--- src/design/peu_pkg.sv ---
package peu_pkg;

    localparam int unsigned DATA_W      = 32;
    localparam int unsigned CFG_IDX_W   = 3;
    localparam int unsigned CFG_DATA_W  = 32;
    localparam int unsigned IN_TDATA_W  = 256;
    localparam int unsigned OUT_TDATA_W = 224;
    localparam int unsigned DRAW_SHIFT  = 24;

    localparam logic [31:0] RNG_DEFAULT = 32'h9E37_79B9;

    // Reset values of the configuration registers.
    localparam logic        RST_MODE         = 1'b0;
    localparam logic [16:0] RST_TIME_STEP    = 17'd1092;
    localparam logic [30:0] RST_SPAWN_WIDTH  = 31'd655360;
    localparam logic [31:0] RST_SPAWN_HEIGHT = 32'd655360;
    localparam logic [30:0] RST_SPAWN_DEPTH  = 31'd65536;
    localparam logic [31:0] RST_GRAVITY_Y    = 32'hFFF6_3333;
    localparam logic [16:0] RST_DAMPING      = 17'd64880;

    typedef enum logic [CFG_IDX_W-1:0] {
        REG_MODE,
        REG_TIME_STEP,
        REG_SPAWN_WIDTH,
        REG_SPAWN_HEIGHT,
        REG_SPAWN_DEPTH,
        REG_GRAVITY_Y,
        REG_DAMPING,
        REG_RNG_SEED
    } cfg_reg_t;

    typedef enum logic [3:0] {
        MUL_NONE,
        MUL_VX_DT,
        MUL_VY_DT,
        MUL_VZ_DT,
        MUL_G_DT,
        MUL_VX_DAMP,
        MUL_VY_DAMP,
        MUL_VZ_DAMP,
        MUL_RAND_W,
        MUL_RAND_D
    } mul_op_t;

    typedef enum logic [3:0] {
        WB_NONE,
        WB_PX_ADD,
        WB_PY_ADD,
        WB_PZ_ADD,
        WB_VY_ADD,
        WB_VX_SET,
        WB_VY_SET,
        WB_VZ_SET,
        WB_PX_DRAW,
        WB_PZ_DRAW
    } wb_op_t;

    typedef struct packed {
        logic    load;
        mul_op_t mul_op;
        wb_op_t  wb_op;
        logic    age_upd;
        logic    out_load;
    } dp_cmd_t;

    typedef struct packed {
        logic dt_zero;
        logic mode;
        logic py_neg;
    } dp_stat_t;

    function automatic logic signed [31:0] sat_wide(input logic signed [63:0] v);
        logic signed [31:0] r;
        if (v[63:31] == {33{1'b0}} || v[63:31] == {33{1'b1}}) begin
            r = v[31:0];
        end else if (v[63]) begin
            r = 32'sh8000_0000;
        end else begin
            r = 32'sh7FFF_FFFF;
        end
        return r;
    endfunction

    function automatic logic signed [31:0] add_sat(input logic signed [31:0] a,
                                                   input logic signed [31:0] b);
        logic signed [32:0] s;
        logic signed [31:0] r;
        s = {a[31], a} + {b[31], b};
        if (s[32] == s[31]) begin
            r = s[31:0];
        end else if (s[32]) begin
            r = 32'sh8000_0000;
        end else begin
            r = 32'sh7FFF_FFFF;
        end
        return r;
    endfunction

    function automatic logic [31:0] xorshift32(input logic [31:0] s_in);
        logic [31:0] s;
        s = s_in;
        s = s ^ (s << 13);
        s = s ^ (s >> 17);
        s = s ^ (s << 5);
        if (s == 32'd0) begin
            s = RNG_DEFAULT;
        end
        return s;
    endfunction

endpackage

--- src/design/peu_ctrl.sv ---
module peu_ctrl (
    input  logic              aclk,
    input  logic              aresetn,
    input  logic              s_tvalid,
    output logic              s_tready,
    output logic              m_tvalid,
    input  logic              m_tready,
    input  peu_pkg::dp_stat_t stat,
    output peu_pkg::dp_cmd_t  cmd
);
    import peu_pkg::*;

    typedef enum logic [3:0] {
        S_IDLE,
        S_MUL1,
        S_MUL2,
        S_MUL3,
        S_MUL4,
        S_DRAW2,
        S_DRAW3,
        S_SPL2,
        S_SPL3,
        S_SPL4,
        S_SPL5,
        S_OUT
    } state_t;

    state_t state_reg;
    logic   m_valid_reg;
    logic   out_free;

    assign out_free = !m_valid_reg || m_tready;
    assign s_tready = (state_reg == S_IDLE);
    assign m_tvalid = m_valid_reg;

    // Each state issues at most one multiply and writes back the one before, if any.
    always_comb begin
        cmd = '{load: 1'b0, mul_op: MUL_NONE, wb_op: WB_NONE, age_upd: 1'b0,
                out_load: 1'b0};
        case (state_reg)
            S_IDLE: begin
                cmd.load = s_tvalid;
            end
            S_MUL1: begin
                cmd.mul_op  = MUL_VX_DT;
                cmd.age_upd = stat.mode;
            end
            S_MUL2: begin
                cmd.mul_op = MUL_VY_DT;
                cmd.wb_op  = WB_PX_ADD;
            end
            S_MUL3: begin
                cmd.mul_op = MUL_VZ_DT;
                cmd.wb_op  = WB_PY_ADD;
            end
            S_MUL4: begin
                cmd.wb_op = WB_PZ_ADD;
                if (stat.mode) begin
                    cmd.mul_op = MUL_G_DT;
                end else if (stat.py_neg) begin
                    cmd.mul_op = MUL_RAND_W;
                end
            end
            S_DRAW2: begin
                cmd.mul_op = MUL_RAND_D;
                cmd.wb_op  = WB_PX_DRAW;
            end
            S_DRAW3: begin
                cmd.wb_op = WB_PZ_DRAW;
            end
            S_SPL2: begin
                cmd.mul_op = MUL_VX_DAMP;
                cmd.wb_op  = WB_VY_ADD;
            end
            S_SPL3: begin
                cmd.mul_op = MUL_VY_DAMP;
                cmd.wb_op  = WB_VX_SET;
            end
            S_SPL4: begin
                cmd.mul_op = MUL_VZ_DAMP;
                cmd.wb_op  = WB_VY_SET;
            end
            S_SPL5: begin
                cmd.wb_op = WB_VZ_SET;
            end
            S_OUT: begin
                cmd.out_load = out_free;
            end
            default: begin
                cmd.load = 1'b0;
            end
        endcase
    end

    always_ff @(posedge aclk) begin
        if (!aresetn) begin
            state_reg   <= S_IDLE;
            m_valid_reg <= 1'b0;
        end else begin
            if (cmd.out_load) begin
                m_valid_reg <= 1'b1;
            end else if (m_tready) begin
                m_valid_reg <= 1'b0;
            end

            case (state_reg)
                S_IDLE: begin
                    if (s_tvalid) begin
                        state_reg <= stat.dt_zero ? S_OUT : S_MUL1;
                    end
                end
                S_MUL1:  state_reg <= S_MUL2;
                S_MUL2:  state_reg <= S_MUL3;
                S_MUL3:  state_reg <= S_MUL4;
                S_MUL4: begin
                    if (stat.mode) begin
                        state_reg <= S_SPL2;
                    end else if (stat.py_neg) begin
                        state_reg <= S_DRAW2;
                    end else begin
                        state_reg <= S_OUT;
                    end
                end
                S_DRAW2: state_reg <= S_DRAW3;
                S_DRAW3: state_reg <= S_OUT;
                S_SPL2:  state_reg <= S_SPL3;
                S_SPL3:  state_reg <= S_SPL4;
                S_SPL4:  state_reg <= S_SPL5;
                S_SPL5:  state_reg <= S_OUT;
                S_OUT: begin
                    if (out_free) begin
                        state_reg <= S_IDLE;
                    end
                end
                default: state_reg <= S_IDLE;
            endcase
        end
    end

endmodule

--- config.mk ---
export PLATFORM = sky130hd
export DESIGN_NAME = peu_ctrl
export DESIGN_NICKNAME = d
export VERILOG_FILES = /design/src/design/peu_pkg.sv /design/src/design/peu_ctrl.sv
export SDC_FILE = /design/constraint.sdc
export NUM_CORES = 1
export LEC_CHECK = 0
export ABC_AREA = 1
export BUFFER_PORTS_ARGS = -buffer_cell sky130_fd_sc_hd__buf_2
export CAP_MARGIN = 40
export CORE_AREA = 5 5 42 44
export DETAILED_ROUTE_END_ITERATION = 8
export DIE_AREA = 0 0 47 49
export PLACE_DENSITY = 0.6
export SLEW_MARGIN = 25
export SYNTH_ARGS = -nofsm -noshare
export SYNTH_HDL_FRONTEND = slang
export SYNTH_SLANG_ARGS = --single-unit
export TNS_END_PERCENT = 100
--- constraint.sdc ---
create_clock -name aclk -period 2.15 [get_ports aclk]
set_input_delay 0.215 -clock aclk [delete_from_list [all_inputs] [get_ports aclk]]
set_output_delay 0.215 -clock aclk [all_outputs]
set_load 0.01 [all_outputs]
## Word level (Yosys, flattened, before mapping)

Index checks and enable logic that the tools add are counted.

- Flip-flop bits (word level): 5
- Output and inout bits: 13

- Equality and inequality tests: 13
- Mux-type cells: 15
- Reductions and logical operators: 6

Operator list:

| operator | number |
|---|---|
| $pmux W4 S11 | 1 |
| $pmux W4 S9 | 1 |
| $pmux W4 S8 | 1 |
| $mux W4 | 7 |
| $eq A4 B3 Y1 const B | 4 |
| $eq A4 B4 Y1 const B | 4 |
| $eq A4 B2 Y1 const B | 2 |
| $mux W1 | 5 |
| $eq A4 B1 Y1 const B | 1 |
| $logic_not A4 Y1 | 1 |
| $ne A2 B2 Y1 const B | 2 |
| $reduce_and A2 Y1 | 1 |
| $reduce_bool A2 Y1 | 1 |
| $reduce_or A2 Y1 | 1 |
| $logic_not A1 Y1 | 1 |
| $logic_or A1 B1 Y1 | 1 |

## Depth between registers and ports, before layout

Gate-level depths: netlist of run 1.

- Depth in word-level cells: 4
- Depth in mapped cells: 9
- Gate-level depth less buffers: 9

## Least setup slack after synthesis of run 1

Ideal clock, no wire load.

- Path kind: reg-to-output
- Start: register state_reg[1]
- End: output cmd[9] (netlist bit)
- Arrival: 1134 ps
- Required time: 1935 ps
- Path slack: 801 ps
- Stages on the path, launching flop included: 6
- Cell sequence: dfxtp_1 -> nor2_1 -> inv_1 -> nor2_1 -> inv_1 -> o21ai_0

RTL lines:

| element | line | RTL |
|---|---|---|
| start: declaration | peu_ctrl.sv:28 | `state_t state_reg;` |
| start signal: assignment | peu_ctrl.sv:109 | `state_reg <= stat.dt_zero ? S_OUT : S_MUL1;` |
| end: declaration | peu_ctrl.sv:9 | `output peu_pkg::dp_cmd_t cmd` |

==> summary.md, run 1 <==
| Metric | Value |
|---|---|
| Status | `finished clean` |
| Number of buffers created by CTS | `3` |
| Synth top area cells | `dfxtp_1 22%, nand2_1 16%, inv_1 12%` |
| Crit path buf inv count | `3` |
| Pin count of the biggest net entering global routing | `7` |
| Clock Sink Count | `5` |
| Ant. Diodes | `0` |
| Port bufs | `19` |
| # Max-Cap Violations | `0` |
| Reg2Reg Depth | `5` |
| Synth Register Bits | `5` |
| Critical Path RT | `~1900 ps` |
| Synth Cell Area | `approximately 460 um2` |
| Initial antenna violation count | `0` |
| Tightest Pin Transition | `332 ps` |
| Clock Path Buffers | `2` |
| Final ANT Viol Nets | `0` |
| Synth top area share | `21.9%` |
| Synth cell types | `19` |
| Core area | `1400 um2` |
| Max VDD drop | `453 uV` |
| Worst-Skew Late Latency | `230 ps` |
| Yosys warnings | `0` |
| Synthesized instance count | `80` |
| Syn Area/Cell | `5.71 um2` |
| Post CTS Setup Buffer Count | `0` |
| Pwr per Cell Area | `1130 nW/um2` |
| Hold Crit Class | `in -> reg` |
| Fmax | `578 MHz` |
| TNS Setup | `0 ps` |
| Cell taking the most area after synthesis | `dfxtp_1` |
| Hold Vio Cnt, Final | `0` |
| CP max stage delay | `between 300 and 400 ps` |
| Row count | `14` |
| H-tree Lvls | `1` |
| Gpl congestion | `0.791` |
| Slew Viols, Final | `0` |
| Sequential area share after synthesis | `21.9%` |
| Layout cells sized above 1 | `31.1%` |
| CP endpoint kind | `output pin` |
| Chip Height | `49 um` |
| CP max-delay cell | `dfxtp_1` |
| Slew headroom | `between 70% and 80%` |
| # setup viols final | `0` |
| RSZ-0062 raised after global routing | `no` |
| Vias in the first global route | `519` |
| Global-route wire length before repair | `2030 um` |
| Min Tclk post-route | `1730 ps` |
| Die W | `47 um` |
| Highest net fanout along the worst path | `6` |
| Starting density of the core | `32.6%` |
| Total Routed Length | `1190 um` |
| Tot GR Track Use | `11.7%` |
| Leakage | `0.350 nW` |
| Syn nets | `a little under 90` |
| Gr ovfl total | `0` |
| Startpoint Class | `flop` |
| # fillers | `164` |
| Critical-path cell list | `nor2_1 -> inv_1 -> nor2_1 -> inv_1 -> o221ai_1 -> buf_2` |
| Hold Path Cell Cnt | `3` |
| First drt pass iteration count | `4` |
| CP delay by family, top | `simple AND/OR/NAND/NOR gates` |
| Die area | `2300 um2` |
| WS Path Type | `reg -> out` |
| I/O pin total | `20` |
| Worst hold slack | `262 ps` |
| Hold-fix buffers, CTS | `0` |
| Area growth from synthesis to layout | `31.0%` |
| DR iter-0 viols | `7` |
| DR WL/cell | `9.97 um` |
| TritonCTS clock tree | `done` |
| Clk slew on worst S/H paths | `40 ps` |
| Post-route DRC | `0` |
| Hpwl dp | `about 1000 um` |
| Most frequent cells in the layout | `19 x nand2_1, 19 x buf_2, 14 x inv_1` |
| Vias/cell | `approximately 4.6` |
| Net count, final | `approximately 110` |
| Critical path arrival | `1510 ps` |
| Clock root cell | `clkbuf_4` |
| # resized after CTS | `0` |
| Vias | `~550` |
| Max FFs per register | `4` |
| Layout Skew | `2.21 ps` |
| Critical Path Stages | `6` |
| Crit share post-route | `just over 80%` |
==> cell usage after synthesis (all sizes together) <==
cell,n
o221ai,1
o21a,1
a21oi,4
nor2,13
nor3,3
o211ai,1
o21ai,4
and2,1
nand3,7
nand2,22
o21bai,1
inv,16
a31oi,1
dfxtp,5
==> final timing paths <==
path / to / slack, ps / start
min reg2reg: m_tvalid / 610 / m_tvalid
max: cmd[8] / 420 / state_reg[1]
max reg2reg: state_reg[2] / 900 / state_reg[1]
min: state_reg[1] / 260 / aresetn
==> layer usage <==
layer / routed length (um) / vias up / GRT usage (%)
li1: - / 304 / -
met1: 522 / 240 / 13.8
met2: 615 / 8 / 19.2
met3: 49 / 0 / 2.21
met4: 0 / 0 / 5.53
met5: 0 / - / 0
==> power by group <==
group	switching, mW	internal [mW]	total, mW
combinational	0.262	0.159	0.421
clock	0.0348	0.0699	0.105
sequential	0.0333	0.116	0.149
==> worst reg2reg max path: stages (launching register included) <==
cell,delay (ps)
dfxtp_1,350
nor2_1,290
inv_1,120
nor2_1,150
o21ai_0,130
a31oi_1,150
==> cell families (layout without fill, tap and decap cells) <==
| group | count (synthesis) | count (layout) | share of synthesized area [%] |
|---|---|---|---|
| compound gates | 13 | 13 | 17.8 |
| buf+inv | 16 | 39 | 13.2 |
| flops | 5 | 5 | 21.9 |
| simple gates | 46 | 46 | 47.1 |
==> layout make-up <==
| cell class | instances | area, um2 | area share [%] |
|---|---|---|---|
| sequential | 5 | 100 | 16.7 |
| clock buffer | 4 | 26.3 | 4.39 |
| inverter | 16 | 60.1 | 10.0 |
| timing repair buffer | 19 | 95.1 | 15.9 |
| multi-input combinational | 59 | 297 | 49.6 |
| tap | 16 | 20.0 | 3.35 |
==> per-stage QoR <==
stage	utilization, %	instances	total power, mW	instance area, um2	setup slack [ps]
2_1_floorplan	-	80	0.441	457	801
3_3_place_gp	40.8	115	0.578	572	698
3_5_place_dp	40.8	115	0.574	572	686
4_1_cts	42.7	119	0.684	598	427
5_1_grt	42.7	119	0.747	598	287
6_report	42.7	119	0.675	598	421
Power figures use the tool's default switching activity.
==> run 2, diff against run 1 <==
- PLACE_DENSITY: 0.6 -> 0.62
- clock period: 2.15 -> 1.41 ns (I/O delays scaled with it)
==> run 2 against run 1 <==
Effect of this change: cell count grew 4.2%; sequential share of layout area shrank 0.65 points; hold slack lost 76 ps; die area is the same; register-to-register slack lost 690 ps; wire length grew 17%; flip-flop and latch count is the same; via count grew 7.2%; first-iteration DRC count grew 57%; largest power group unchanged.
==> summary.md, run 2 (same netlist as run 1, synthesis figures left out) <==
| Metric | Value |
|---|---|
| Clock Sink Count | `5 (unchanged)` |
| Hold Vio Cnt, Final | `0 (unchanged)` |
| Clock Path Buffers | `2 (unchanged)` |
| DR top layer | `met4 (was met3)` |
| Critical Path RT | `1270 ps (was 1930 ps)` |
| Slew headroom | `80.9% (was 77.8%)` |
| Tightest Pin Transition | `283 ps (was 332 ps)` |
| Crit share post-route | `approximately 100%` |
| Number of buffers created by CTS | `3 (unchanged)` |
| Pin count of the biggest net entering global routing | `7 (unchanged)` |
| CP delay by family, top | `flip-flops (was simple AND/OR/NAND/NOR gates)` |
| Slew Viols, Final | `0 (unchanged)` |
| # setup viols final | `0 (unchanged)` |
| Layout Skew | `6.28 ps (was 2.21 ps)` |
| Final ANT Viol Nets | `0 (unchanged)` |
| Total Routed Length | `1390 um (was 1190 um)` |
| Vias/cell | `4.77 (was 4.64)` |
| Vias | `592 (was 552)` |
| Clk slew on worst S/H paths | `50 ps (was 40 ps)` |
| Hold Crit Start | `aresetn (unchanged)` |
| DR WL/cell | `11.2 um (was 9.97 um)` |
| TritonCTS clock tree | `done (unchanged)` |
| Vias in the first global route | `562 (was 519)` |
| DR WL met2 | `718 um (was 615 um)` |
| CP max stage delay | `370 ps (was 350 ps)` |
| Max FFs per register | `4 (unchanged)` |
| Highest net fanout along the worst path | `4 (was 6)` |
| Tot Pwr | `1.20 mW (was 0.675 mW)` |
| Core area | `1400 um2 (unchanged)` |
| Most frequent cells in the layout | `19 x buf_2, 15 x nand2_1, 9 x inv_1 (was 19 x nand2_1, 19 x buf_2, 14 x inv_1)` |
| Hold Crit Class | `in -> reg (unchanged)` |
| Chip Height | `49 um (unchanged)` |
| Port bufs | `19 (unchanged)` |
| Startpoint Class | `flop (unchanged)` |
| Tot GR Track Use | `12.8% (was 11.7%)` |
| Critical-path cell list | `inv_4 -> nor2_4 -> inv_2 -> nor2_4 -> inv_2 -> o221ai_2 -> buf_2 (was nor2_1 -> inv_1 -> nor2_1 -> inv_1 -> o221ai_1 -> buf_2)` |
| Global-route wire length before repair | `2220 um (was 2030 um)` |
| DR iter-0 viols | `11 (was 7)` |
| Layout cells sized above 1 | `49.1% (was 31.1%)` |
| I/O pin total | `20 (unchanged)` |
| Area growth from synthesis to layout | `49.9% (was 31.0%)` |
| Ant. Diodes | `0 (unchanged)` |
| Initial antenna violation count | `0 (unchanged)` |
| Starting density of the core | `32.6% (unchanged)` |
| Critical path arrival | `1270 ps (was 1510 ps)` |
| RR Startpoint | `state_reg[2] (was state_reg[1])` |
| # Max-Cap Violations | `0 (unchanged)` |
| Die W | `47 um (unchanged)` |
| CP max-delay cell | `dfxtp_4 (was dfxtp_1)` |
| Gpl congestion | `0.889 (was 0.791)` |
| Design area | `684 um2 (was 598 um2)` |
| Met1 WL | `578 um (was 522 um)` |
| Pwr per Cell Area | `1750 nW/um2 (was 1130 nW/um2)` |
| Net count, final | `116 (was 111)` |
| Max VDD drop | `889 uV (was 453 uV)` |
| H-tree Lvls | `1 (unchanged)` |
| Crit path buf inv count | `4 (was 3)` |
| Clock root cell | `clkbuf_4 (unchanged)` |
| Most common cell after layout, fill and taps aside | `buf_2` |
| Gr ovfl total | `0 (unchanged)` |
| First drt pass iteration count | `4 (unchanged)` |
| # fillers | `162 (was 164)` |
| CP endpoint kind | `output pin (unchanged)` |
| Post-route DRC | `0 (unchanged)` |
| Fmax | `~700 MHz` |
| Worst-Skew Late Latency | `240 ps (was 230 ps)` |
| RSZ-0062 raised after global routing | `yes (was no)` |
| Min Tclk post-route | `1410 ps` |
| Row count | `14 (unchanged)` |
| WS Path Type | `reg -> out (unchanged)` |
| Met3 WL | `81 um (was 49 um)` |
| DP Area | `579 um2 (was 572 um2)` |
| Hpwl dp | `1030 um (was 1040 um)` |
| Status | `finished clean (unchanged)` |
| Critical path launch point | `state_reg[2] (was state_reg[1])` |
| Leakage | `0.382 nW (was 0.350 nW)` |
| Die area | `2300 um2 (unchanged)` |
[run 2: cell types whose count changed in the layout (fill, tap and decap cells not counted), moves of 2 or more]
| cell | previous run | this run |
|---|---|---|
| dfxtp_2 | 0 | 2 |
| nand2_2 | 3 | 7 |
| nor2_1 | 9 | 7 |
| dfxtp_4 | 0 | 2 |
| nand2_1 | 19 | 15 |
| dfxtp_1 | 5 | 1 |
| buf_4 | 0 | 5 |
| inv_1 | 14 | 9 |
| inv_2 | 2 | 6 |
| nor2_4 | 2 | 5 |
[run 2: metrics by stage]
step,cells,setup slack (ps),util (%),setup TNS (ps),hold WS (ps)
global route,124,-82.1,48.8,-189,216
floorplan,80,135,-,0,323
finish,124,0.337,48.8,0,186
global placement,116,160,41.3,0,442
CTS,121,-34.0,44.7,-57.8,185
detailed placement,116,152,41.3,0,437
[run 2: layout make-up]
type                    count  area (um2)  area share (%)
repair buffers             24         133            19.4
well taps                  16        20.0            2.93
flip-flops and latches      5         110            16.1
inverters                  16        62.6            9.14
multi-input cells          59         333            48.6
clock buffers               4        26.3            3.84
[run 2: routing by layer]
| metal | track usage, % | vias to the layer above |
|---|---|---|
| li1 | - | 310 |
| met1 | 16.1 | 263 |
| met2 | 19.5 | 17 |
| met3 | 5.17 | 2 |
| met4 | 4.15 | 0 |
| met5 | 0 | - |
[run 2: timing repair]
action,4_1_cts,5_1_grt
buffers inserted,1,3
hold buffers,0,0
endpoints found under the setup margin,8,8
pin swaps,2,5
gates resized for setup,6,17
hold endpoints to repair,0,0
[run 2: report_power, final]
| part | leakage (nW) | switching (mW) | internal, mW |
|---|---|---|---|
| Sequential | 0.0430 | 0.0781 | 0.190 |
| Clock | 0.0150 | 0.0593 | 0.107 |
| Combinational | 0.324 | 0.451 | 0.313 |
[run 2: worst reg2reg max path, stage by stage (launching register included)]
cell,delay (ps)
dfxtp_4,370
inv_4,50
nor2_4,90
buf_4,140
nand2_1,80
and2_1,160
nand2_1,80
nand2_1,60
a21oi_2,100
[run 2: final timing paths]
check / end / slack (ps) / cells after the start
hold reg to reg: m_tvalid / 600 / 4
setup reg to reg: state_reg[1] / 210 / 8
hold / removal: state_reg[1] / 190 / 3
setup / recovery: cmd[8] / 0.3 / 7
==> run 3, diff against run 2 <==
- GPL_TIMING_DRIVEN: unset -> 0
==> run 3 against run 2 <==
Effect of this change: the run now ends with setup timing left; clock skew rose by 1.8 ps; utilization is 0.27 points higher; first-iteration DRC count increased by 45%; register-to-register slack got worse by 90 ps; non-clock buffer count is the same; hold slack gained 6.0 ps; critical endpoint unchanged; flip-flop and latch count did not move; maximum frequency shrank 2.3%; combinational power is 3% lower.
==> summary.md, run 3 (same netlist as run 1, synthesis figures left out) <==
| Metric | Value |
|---|---|
| Status | `complete, but fails checks (was finished clean)` |
| Failing checks | `setup timing` |
| Min Tclk post-route | `1440 ps (was 1410 ps)` |
| Critical Path RT | `1270 ps (about the same)` |
| Net switching power | `0.577 mW (was 0.589 mW)` |
| Startpoint Class | `flop (unchanged)` |
| Number of buffers created by CTS | `3 (unchanged)` |
| Gr ovfl total | `0 (unchanged)` |
| Tightest Pin Transition | `248 ps (was 283 ps)` |
| Critical path arrival | `1300 ps (was 1270 ps)` |
| Most frequent cells in the layout | `19 x buf_2, 17 x nand2_1, 12 x inv_1 (was 19 x buf_2, 15 x nand2_1, 9 x inv_1)` |
| Worst hold slack | `192 ps (was 186 ps)` |
| Core area | `1400 um2 (unchanged)` |
| Gpl congestion | `0.840 (was 0.889)` |
| DR WL met2 | `732 um (was 718 um)` |
| Critical path launch point | `state_reg[2] (unchanged)` |
| Slew Viols, Final | `0 (unchanged)` |
| Initial antenna violation count | `0 (unchanged)` |
| H-tree Lvls | `1 (unchanged)` |
| Met1 WL | `573 um (was 578 um)` |
| DR top layer | `met4 (unchanged)` |
| Crit share post-route | `102% (was 100%)` |
| Pin count of the biggest net entering global routing | `7 (unchanged)` |
| DP Area | `572 um2 (was 579 um2)` |
| Area growth from synthesis to layout | `50.7% (was 49.9%)` |
| Global-route wire length before repair | `2130 um (was 2220 um)` |
| Vias in the first global route | `542 (was 562)` |
| Layout cells sized above 1 | `46.3% (was 49.1%)` |
| RSZ-0062 raised after global routing | `yes (unchanged)` |
| First drt pass iteration count | `4 (unchanged)` |
| Hold-fix buffers, CTS | `0 (unchanged)` |
| DR iter-0 viols | `16 (was 11)` |
| Hold Vio Cnt, Final | `0 (unchanged)` |
| Max FFs per register | `4 (unchanged)` |
| Slew headroom | `83.4% (was 80.9%)` |
| Met3 WL | `81 um (unchanged)` |
| Combinational Power Share | `63.2% (was 63.8%)` |
| # Max-Cap Violations | `0 (unchanged)` |
| Total Routed Length | `1400 um (was 1390 um)` |
| Highest net fanout along the worst path | `4 (unchanged)` |
| R2r setup slk | `120 ps (was 210 ps)` |
| Design area | `688 um2 (was 684 um2)` |
| Worst-Skew Late Latency | `240 ps (about the same)` |
| Pwr per Cell Area | `1710 nW/um2 (was 1750 nW/um2)` |
| Tot GR Track Use | `12.2% (was 12.8%)` |
| Most common cell after layout, fill and taps aside | `buf_2 (unchanged)` |
| Fmax | `693 MHz (was 709 MHz)` |
| Row count | `14 (unchanged)` |
| Internal | `0.602 mW (was 0.611 mW)` |
| Clock Path Buffers | `2 (unchanged)` |
| RR Startpoint | `state_reg[2] (unchanged)` |
| Fin util | `49.1% (was 48.8%)` |
| TritonCTS clock tree | `done (unchanged)` |
| Clock Sink Count | `5 (unchanged)` |
| Final ANT Viol Nets | `0 (unchanged)` |
| Clock root cell | `clkbuf_4 (unchanged)` |
| Layout Skew | `8.09 ps (was 6.28 ps)` |
| Leakage | `0.385 nW (was 0.382 nW)` |
| Clock share of power | `14.3% (was 13.9%)` |
| I/O pin total | `20 (unchanged)` |
| Hpwl dp | `1020 um (was 1030 um)` |
| Die area | `2300 um2 (unchanged)` |
| CP endpoint kind | `output pin (unchanged)` |
| Post-route DRC | `0 (unchanged)` |
| Clk slew on worst S/H paths | `50 ps (about the same)` |
| Die W | `47 um (unchanged)` |
| Ant. Diodes | `0 (unchanged)` |
| Vias/cell | `4.92 (was 4.77)` |
| DR WL/cell | `11.3 um (was 11.2 um)` |
| Port bufs | `19 (unchanged)` |
| Net Sw Frac | `48.9% (was 49.1%)` |
| Reg2Reg Depth | `8 (unchanged)` |
| WS Path Type | `reg -> out (unchanged)` |
| Hold Crit Class | `in -> reg (unchanged)` |
| Chip Height | `49 um (unchanged)` |
| TNS Setup | `-33.4 ps (was 0 ps)` |
| Final setup margin | `-33.4 ps (was 0.337 ps)` |
| Starting density of the core | `32.6% (unchanged)` |
| Max VDD drop | `807 uV (was 889 uV)` |
| Crit Reg-Reg Endpoint | `state_reg[3] (was state_reg[1])` |
| # setup viols final | `1 (was 0)` |
| Reg power frac | `22.5% (was 22.4%)` |
| Vias | `610 (was 592)` |
| CP Capture Point | `cmd[8] (unchanged)` |
| Net count, final | `116 (unchanged)` |
==> run 3: how the worst min path moves through the flow <==
stage / cells past startpoint / from / end
after global routing: 3 / aresetn / state_reg[0]
after global placement: 3 / aresetn / state_reg[1]
final: 3 / aresetn / state_reg[0]
after detailed placement: 3 / aresetn / state_reg[1]
after CTS: 3 / aresetn / state_reg[0]
after floorplan: 2 / aresetn / state_reg[1]
==> run 3: layout make-up <==
class                   instances  area [um2]
clock buffers                   4        26.3
fillers                       157         713
inverters                      16        62.6
multi-input cells              59         337
flip-flops and latches          5         110
well taps                      16        20.0
repair buffers                 24         133
==> run 3: per-layer routing <==
layer	vias up	track usage [%]
li1	311	-
met1	278	14.5
met2	19	20.1
met3	2	4.43
met4	0	2.76
met5	-	0
==> run 3: repair_timing <==
item | 4_1_cts | 5_1_grt
setup buffers | 3 | 2
pin swaps | 2 | 3
setup endpoints to repair | 7 | 11
gates resized for setup | 8 | 14
==> run 3: critical path: stages, from the launching register on <==
cell and delay, ps:
dfxtp_4 380, inv_4 40, nor2_4 150, inv_2 60, nor2_4 100, inv_2 60
o221ai_2 110, buf_2 150
==> run 3: metrics by stage <==
stage               setup slack (ps)  power [mW]  std cells
finish                         -33.4        1.18        124
global route                    -128        1.28        124
CTS                            -67.1        1.11        122
detailed placement             -31.3       0.878        115
global placement               -48.3       0.879        115
floorplan                        135       0.672         80
==> run 3: power groups by stage <==
| stage | clock (mW) | combinational (mW) | sequential [mW] |
|---|---|---|---|
| floorplan | 0 | 0.450 | 0.222 |
| global placement | 0 | 0.647 | 0.232 |
| detailed placement | 0 | 0.644 | 0.233 |
| CTS | 0.176 | 0.691 | 0.248 |
| global route | 0.189 | 0.822 | 0.271 |
| finish | 0.168 | 0.745 | 0.266 |
